[src/knc_pkg.sv]
// Shared types and constants for the k-means nearest-centroid block.
`default_nettype none

package knc_pkg;

  // Field widths fixed by the item formats.
  localparam int unsigned CLUSTER_W  = 4;
  localparam int unsigned DIM_W      = 4;
  localparam int unsigned COORD_W    = 16;
  localparam int unsigned PREV_W     = 5;
  localparam int unsigned COUNT_W    = 5;
  localparam int unsigned DIST_W     = 40;
  localparam int unsigned SQ_W       = 32;
  localparam int unsigned CFG_IDX_W  = 1;
  localparam int unsigned CFG_DATA_W = 5;

  // Best-cluster index as carried down the chain: the active count is at
  // most 31, so five bits hold any cluster that can take part.
  localparam int unsigned BEST_IDX_W = COUNT_W;

  // Input item modes.
  localparam logic MODE_LOAD  = 1'b0;
  localparam logic MODE_POINT = 1'b1;

  // Configuration register indexes.
  typedef enum logic [CFG_IDX_W-1:0] {
    REG_ACTIVE_CLUSTERS   = 1'b0,
    REG_ACTIVE_DIMENSIONS = 1'b1
  } knc_reg_e;

  // One input beat.
  typedef struct packed {
    logic                      mode;
    logic [CLUSTER_W-1:0]      cluster_index;
    logic [DIM_W-1:0]          dim_index;
    logic signed [COORD_W-1:0] coord_value;
    logic [PREV_W-1:0]         previous_cluster;
  } knc_in_t;

  // One result beat.
  typedef struct packed {
    logic [CLUSTER_W-1:0] nearest_cluster;
    logic [DIST_W-1:0]    nearest_distance;
    logic                 changed;
  } knc_out_t;

  // Token that travels from cell to cell.
  typedef struct packed {
    logic                      valid;
    logic                      load;
    logic                      load_ok;
    logic                      last;
    logic [CLUSTER_W-1:0]      cluster_index;
    logic [DIM_W-1:0]          dim_index;
    logic signed [COORD_W-1:0] coord_value;
    logic [PREV_W-1:0]         previous_cluster;
    logic                      best_valid;
    logic [BEST_IDX_W-1:0]     best_idx;
    logic [DIST_W-1:0]         best_dist;
  } knc_tok_t;

endpackage

`default_nettype wire

[src/knc_cell.sv]
// One cluster cell: centroid memory, squared-distance accumulator, running minimum.
`default_nettype none

module knc_cell #(
  parameter int CELL_INDEX     = 0,
  parameter int MAX_DIMENSIONS = 16
) (
  input  logic                              clk_i,
  input  logic                              rst_ni,
  input  logic                              advance_i,
  input  logic [knc_pkg::COUNT_W-1:0]       nclus_i,
  input  knc_pkg::knc_tok_t                 tok_i,
  output knc_pkg::knc_tok_t                 tok_o
);
  import knc_pkg::*;

  localparam int DAW = (MAX_DIMENSIONS > 1) ? $clog2(MAX_DIMENSIONS) : 1;

  logic [COORD_W-1:0]      mem_q [MAX_DIMENSIONS];
  logic [COORD_W-1:0]      rd_q;
  logic [DAW+DIM_W-1:0]    dim_ext;
  logic [DAW-1:0]          addr;
  logic                    load_hit;

  knc_tok_t                s1_q;
  knc_tok_t                s2_q;
  knc_tok_t                tok_d;
  knc_tok_t                tok_q;

  logic signed [COORD_W:0]     diff;
  logic signed [2*COORD_W+1:0] prod;
  logic [SQ_W-1:0]             sq_q;

  logic [DIST_W-1:0]       acc_q;
  logic [DIST_W-1:0]       acc_d;
  logic [DIST_W:0]         sum;
  logic [DIST_W-1:0]       sat;
  logic                    active;
  logic                    point;

  // Address and write select for the centroid memory.
  assign dim_ext  = {{DAW{1'b0}}, tok_i.dim_index};
  assign addr     = dim_ext[DAW-1:0];
  assign load_hit = tok_i.valid && tok_i.load && tok_i.load_ok &&
                    (32'(tok_i.cluster_index) == 32'(CELL_INDEX));

  // Centroid coordinates of this cluster, one entry per dimension.
  always_ff @(posedge clk_i) begin
    if (advance_i && load_hit) begin
      mem_q[addr] <= tok_i.coord_value;
    end
    if (advance_i) begin
      rd_q <= mem_q[addr];
    end
  end

  // Difference and square of the coordinate against the centroid.
  assign diff = $signed({s1_q.coord_value[COORD_W-1], s1_q.coord_value}) -
                $signed({rd_q[COORD_W-1], rd_q});
  assign prod = diff * diff;

  always_ff @(posedge clk_i) begin
    if (advance_i) begin
      sq_q <= prod[SQ_W-1:0];
    end
  end

  // Accumulate with saturation, and fold this cell into the running minimum
  // on the last dimension of a point.
  assign active = (CELL_INDEX < int'(nclus_i));
  assign point  = s2_q.valid && !s2_q.load;
  assign sum    = {1'b0, acc_q} + {{(DIST_W + 1 - SQ_W){1'b0}}, sq_q};
  assign sat    = sum[DIST_W] ? {DIST_W{1'b1}} : sum[DIST_W-1:0];

  always_comb begin
    acc_d = acc_q;
    tok_d = s2_q;
    if (point && active) begin
      acc_d = s2_q.last ? '0 : sat;
      if (s2_q.last && (!s2_q.best_valid || (sat < s2_q.best_dist))) begin
        tok_d.best_valid = 1'b1;
        tok_d.best_idx   = BEST_IDX_W'(CELL_INDEX);
        tok_d.best_dist  = sat;
      end
    end else if (point && s2_q.last) begin
      acc_d = '0;
    end
  end

  // Pipeline registers of the cell.
  always_ff @(posedge clk_i or negedge rst_ni) begin
    if (!rst_ni) begin
      s1_q  <= '0;
      s2_q  <= '0;
      tok_q <= '0;
      acc_q <= '0;
    end else if (advance_i) begin
      s1_q  <= tok_i;
      s2_q  <= s1_q;
      tok_q <= tok_d;
      acc_q <= acc_d;
    end
  end

  assign tok_o = tok_q;

endmodule

`default_nettype wire

[config.mk]
export PLATFORM = sky130hd
export DESIGN_NAME = knc_cell
export DESIGN_NICKNAME = d
export VERILOG_FILES = /design/src/knc_pkg.sv /design/src/knc_cell.sv
export SDC_FILE = /design/constraint.sdc
export NUM_CORES = 1
export LEC_CHECK = 0
export BUFFER_PORTS_ARGS = -buffer_cell sky130_fd_sc_hd__buf_2
export CORE_MARGIN = 1.5
export CORE_UTILIZATION = 45
export DETAILED_ROUTE_END_ITERATION = 8
export PLACE_DENSITY = 0.7
export SYNTH_ARGS = -nofsm -noshare
export SYNTH_HDL_FRONTEND = slang
export SYNTH_SLANG_ARGS = --single-unit
[constraint.sdc]
create_clock -name clk_i -period 10 [get_ports clk_i]
set_input_delay 1 -clock clk_i [delete_from_list [all_inputs] [get_ports clk_i]]
set_output_delay 1 -clock clk_i [all_outputs]
set_load 0.1 [all_outputs]
# == Yosys cells after proc, flatten, opt, wreduce, memory -nomap -nowiden ==
# Memory sizes are Yosys's and may differ from the RTL's. A register that Yosys moved wholly into a read port is not among the register bits.
# Index checks and enable logic that the tools add are counted.
# totals
reg_bits,309
ram_bits,256
elab_cells,63
n_memories,1
# op_classes
add_sub_neg,2
n_mul,1
order_cmp,2
n_mux,8
n_reduce_logical,14
# memory_table
memory,words,word_bits,read_ports,rd_ports_with_merged_regs,wr,line,text
mem_q,16,16,1,1,1,knc_cell.sv:19,logic [COORD_W-1:0] mem_q [MAX_DIMENSIONS];
# ops
op,n
$mux 40,4
$mux 46,2
$add 40x32->41,1
$lt 40x40->1,1
$mul 17x17->32,1
$sub 16x16->17,1
$logic_and 1x1->1,8
$lt 1x5->1 const A,1
$logic_not 4->1,1
$logic_not 1->1,2
$mux 1,2
$reduce_and 2->1,1
$reduce_bool 2->1,1
$logic_or 1x1->1,1

# == Depth between registers and ports, before layout ==
# logic_depth
depth_word,7
depth_mapped,36
mapped_depth_nobuf,34

# == Worst setup path after synthesis ==
# No wires, ideal clock.
# synth_path
kind,reg-to-reg
startpoint,"reg rd_q[1], read port of mem_q"
endpoint,"reg sq_q[31], data pin"
setup_ns,0.260
arrival_ns,7.588
required_time_ns,9.740
path_slack_ns,2.152
path_stages_with_launch,32
synth_period_minus_slack_ns,7.848
path_cell_list,edfxtp_1 inv_1 ha_1 nor2b_1 o21a_1 o21ai_2 a211oi_1 o31a_1 a41o_1 mux2_4 a2111oi_4 buf_4 nor2_1 fa_1 fa_1 inv_1 fa_1 inv_1 fa_1 fa_1 inv_1 fa_1 inv_1 ha_1 or3_1 nor4_1 nand3_1 nand2_1 o31ai_1 a211oi_1 a21oi_1 xnor2_1
# synth_between
elab_chain_cells,2
# synth_lines
element,line,text
"start, declared",knc_cell.sv:20,logic [COORD_W-1:0] rd_q;
$sub 16x16->17,knc_cell.sv:58,"assign diff = $signed({s1_q.coord_value[COORD_W-1], s1_q.coord_value}) -"
$mul 17x17->32,knc_cell.sv:60,assign prod = diff * diff;
net prod[31],knc_cell.sv:31,logic signed [2*COORD_W+1:0] prod;
"end signal, assigned",knc_cell.sv:64,sq_q <= prod[SQ_W-1:0];
"end, declared",knc_cell.sv:32,logic [SQ_W-1:0] sq_q;
# The timed path passes the listed nets, and every way through them passes these cells.
# A chain may end at the register's enable or synchronous reset.

# == Final worst setup path ==
# layout_path
startpoint,"reg rd_q[0], read port of mem_q"
endpoint,"reg sq_q[31], data pin"
# The elaborated chain is that of the path after synthesis.

==> impl_results.md <==
- Outcome: complete, no violations
- Overall die width: roughly 280 um
- Cts-stage hold buffer count: 0
- Post-route DRC: 0
- Fillers: approximately 6500
- Clock Tree Root: sky130_fd_sc_hd__clkbuf_16
- Detailed-placement wirelength estimate: approximately 55000 um
- Most Frequent Cell on Critical Path: sky130_fd_sc_hd__fa_1
- Final count of pins violating max slew: 0
- Via Count: 21773
- Top-level port count: approximately 170
- GRT Util Overall: about a fifth
- Area overhead of the layout relative to synthesis: 12.1%
- Crit path largest cell delay: between 0.7 and 0.8 ns
- Die Area: just under 80000 um2
- Post-synthesis net count: around 3300
- Non-filler instance count after layout: approximately 4100
- Unrepaired setup endpoints after global routing: no
- Initial antenna violation count: 2
- Iteration-0 DRC count of the detailed router: 1845
- Average cell area after synthesis: between 10 and 15 um2
- Kind of end point of the critical path: flop
- Count of different cell masters after synthesis: 75
- Critical path fanouts, max: 11
- Cells after synthesis: roughly 2800
- First-pass GRT wire length: about 120000 um
- Clock sink count: 580
- Primary flip-flop cell chosen by synthesis mapping: sky130_fd_sc_hd__edfxtp_1
- Starting density of the core: 45.6%
- Total number of yosys warnings: 0
- Number of placed cells counting well taps: 3943
- Area after detailed placement: 36800 um2
- Hold Path Class: reg2reg
- Clock slew at reported path FFs: approximately 0.060 ns
- Post-layout minimum cycle time: just under 9 ns
- Residual overflow from global routing: 0
- Final GP Congestion: between 0.9 and 1
- Worst Path Arrival: just over 9 ns
- Sequential cell area: 16000 um2
- Total of max-cap violations: 0
- Worst setup SP type: flop
- Wire length reported by the detailed router: between 70000 and 80000 um
- Number of register bits inferred by synthesis: a little under 600
- Router iterations before antenna repair: 5
- Start-to-end type of the worst setup path: reg2reg
- Pin count of the biggest net entering global routing: ~110
- Number of vias per cell after detailed routing: roughly 5.4
- Antenna Nets Post-Route: 0
- IO Port Bufs: 165
- Seq/Total Area, Yosys: a little under half
- Final #Nets: roughly 3500
- Setup-failing EPs final: 0
- Total non-filler cell area in the finished layout: approximately 40000 um2
- Max-slew headroom at the worst pin: between 30% and 40%
- Area used by multi-input combinational logic: approximately 17000 um2
- Sum of negative setup slack: 0 ns
- Post-synth EDFFs: about 300
- Ratio of cells with drive above 1 in the final layout: between 10% and 20%
- Maximum clock frequency: approximately 110 MHz
- Final clock skew: about 0.084 ns
- Average wire length per cell after detail routing: roughly 19 um
- Rows: ~100
- Core Area: approximately 76000 um2
- Netlist area before placement: ~35000 um2
- CTS tree: yes
- Clock buffer count from CTS: 60
- Slew at the pin closest to its max-slew limit: roughly 1 ns
- Slowest cell on crit path: sky130_fd_sc_hd__xor2_1
- Period Utilization, post-route: 88.0%
- Cts repair resizes: 0
- Number of hold violations in the final report: 0
- Number of buffers between clock root and the deepest sink: 3
- Antenna diode count: 0
- Number of global-route vias before repair: around 22000
- Number of buffers added for setup after CTS: 0
- Async S/R FF share, synth: between 40% and 50%
- Clock latency on the worst-skew pair: between 0.6 and 0.7 ns
- Number of levels the H-tree was split into: 2
- Data required, critical path: roughly 10 ns
- Die Span Y: between 200 and 300 um
## kinds of logic after synthesis
logic type               after synthesis  synth area share [%]
AO/OA/AOI/OAI                        356                  7.04
XOR/XNOR                              75                  1.89
adder cells (fa/ha/maj)              422                  20.8
buffers and inverters                559                  6.17
flip-flops                           580                  46.2
multiplexers                         244                  10.5
AND/OR/NAND/NOR                      575                  7.40
## synthesized netlist by cell type (7+ instances only)
cell / instances / area [um2]
sky130_fd_sc_hd__a211oi_1: 17 / 128
sky130_fd_sc_hd__a21o_1: 19 / 143
sky130_fd_sc_hd__a21oi_1: 54 / 270
sky130_fd_sc_hd__a22o_1: 40 / 350
sky130_fd_sc_hd__and3_1: 13 / 81.3
sky130_fd_sc_hd__buf_1: 12 / 45.0
sky130_fd_sc_hd__buf_2: 7 / 35.0
sky130_fd_sc_hd__clkbuf_1: 84 / 315
sky130_fd_sc_hd__dfrtp_1: 277 / 6930
sky130_fd_sc_hd__edfxtp_1: 303 / 9100
sky130_fd_sc_hd__fa_1: 260 / 5200
sky130_fd_sc_hd__ha_1: 162 / 2030
sky130_fd_sc_hd__inv_1: 445 / 1670
sky130_fd_sc_hd__mux2_2: 154 / 1730
sky130_fd_sc_hd__mux2i_1: 9 / 90.1
sky130_fd_sc_hd__mux4_2: 80 / 1800
sky130_fd_sc_hd__nand2_1: 230 / 863
sky130_fd_sc_hd__nand2b_1: 13 / 81.3
sky130_fd_sc_hd__nand3_1: 49 / 245
sky130_fd_sc_hd__nand4_1: 21 / 131
sky130_fd_sc_hd__nor2_1: 161 / 604
sky130_fd_sc_hd__nor2b_1: 14 / 87.6
sky130_fd_sc_hd__nor3_1: 32 / 160
sky130_fd_sc_hd__nor4_1: 7 / 43.8
sky130_fd_sc_hd__o211ai_1: 10 / 75.1
sky130_fd_sc_hd__o21a_1: 18 / 135
sky130_fd_sc_hd__o21ai_0: 91 / 455
sky130_fd_sc_hd__o21bai_1: 8 / 60.1
sky130_fd_sc_hd__o221ai_1: 28 / 245
sky130_fd_sc_hd__o22ai_1: 12 / 75.1
sky130_fd_sc_hd__o31ai_1: 8 / 60.1
sky130_fd_sc_hd__or3_1: 7 / 43.8
sky130_fd_sc_hd__xnor2_1: 51 / 447
sky130_fd_sc_hd__xor2_1: 24 / 210
## layout make-up
type	count	area share [%]
sequential	580	41.2
clock buffer	78	4.27
timing repair buffer	211	3.07
inverter	450	4.34
multi-input combinational	1672	42.6
tap	1030	3.31
clock inverter	36	1.18
## worst paths after layout
path / from / to / slack, ns / cells after the start
max: rd_q[0] / sq_q[31] / 1.20 / 27
min: s1_q[27] / s2_q[27] / 0.42 / 2
max reg2reg: rd_q[0] / sq_q[31] / 1.20 / 27
min reg2reg: s1_q[27] / s2_q[27] / 0.42 / 2
max in group asynchronous: rst_ni / acc_q[38] / 7.30 / 3
min in group asynchronous: rst_ni / s2_q[55] / 0.46 / 1
## state kept, by name, summed over array words and instances (netlist names)
name,cells
s2_q,79
mem_q,256
sq_q,31
rd_q,16
acc_q,40
tok_o,79
s1_q,79
## routing by layer
| metal | share of wire [%] | vias to the layer above | track usage (%) |
|---|---|---|---|
| li1 | - | 9970 | - |
| met1 | 43 | 11046 | 26.3 |
| met2 | 49 | 642 | 33.3 |
| met3 | 6.1 | 115 | 3.31 |
| met4 | 2.2 | 0 | 5.16 |
| met5 | 0 | - | 0 |
## placed cells by master (no fill, tap or decap), types with 16 or more instances in the layout
cell type                   Yosys  final
sky130_fd_sc_hd__clkbuf_16      0     60
sky130_fd_sc_hd__nor3_1        32     28
sky130_fd_sc_hd__a211oi_1      17     17
sky130_fd_sc_hd__o21a_1        18     18
sky130_fd_sc_hd__xor2_1        24     24
sky130_fd_sc_hd__clkinv_2       0     16
sky130_fd_sc_hd__o21ai_0       91     91
sky130_fd_sc_hd__nand3_1       49     49
sky130_fd_sc_hd__edfxtp_1     303    303
sky130_fd_sc_hd__a21oi_1       54     54
sky130_fd_sc_hd__nand2_1      230    230
sky130_fd_sc_hd__mux4_2        80     80
sky130_fd_sc_hd__dfrtp_1      277    277
sky130_fd_sc_hd__a22o_1        40     40
sky130_fd_sc_hd__a21o_1        19     19
sky130_fd_sc_hd__ha_1         162    162
sky130_fd_sc_hd__fa_1         260    260
sky130_fd_sc_hd__nand4_1       21     21
sky130_fd_sc_hd__nor2_1       161    161
sky130_fd_sc_hd__inv_1        445    445
sky130_fd_sc_hd__buf_4          3     47
sky130_fd_sc_hd__xnor2_1       51     50
sky130_fd_sc_hd__o221ai_1      28     28
sky130_fd_sc_hd__buf_2          7    162
sky130_fd_sc_hd__mux2_2       154    154
## metrics by stage
| stage | hold WS, ns | setup WS (ns) | utilization [%] |
|---|---|---|---|
| floorplan | 0.443 | 2.15 | - |
| global placement | 0.455 | 1.56 | 48.3 |
| detailed placement | 0.466 | 1.40 | 48.3 |
| CTS | 0.423 | 1.28 | 51.0 |
| global route | 0.470 | 0.804 | 51.0 |
| finish | 0.421 | 1.20 | 51.0 |
## worst max-delay path: cells and delay by family (launching register included)
kind                       cells  cell delay (ns)
and+or+nand+nor                7             1.50
adders and majority gates      9             3.98
buffers and inverters          4             0.72
xor gates and xnor gates       2             0.92
AOI/OAI and AO/OA              5             0.97
DFF                            1             0.37
Power is left out: the tool's default activity adds up to more than one toggle a clock period on the data nets, which glitch-free logic cannot reach.
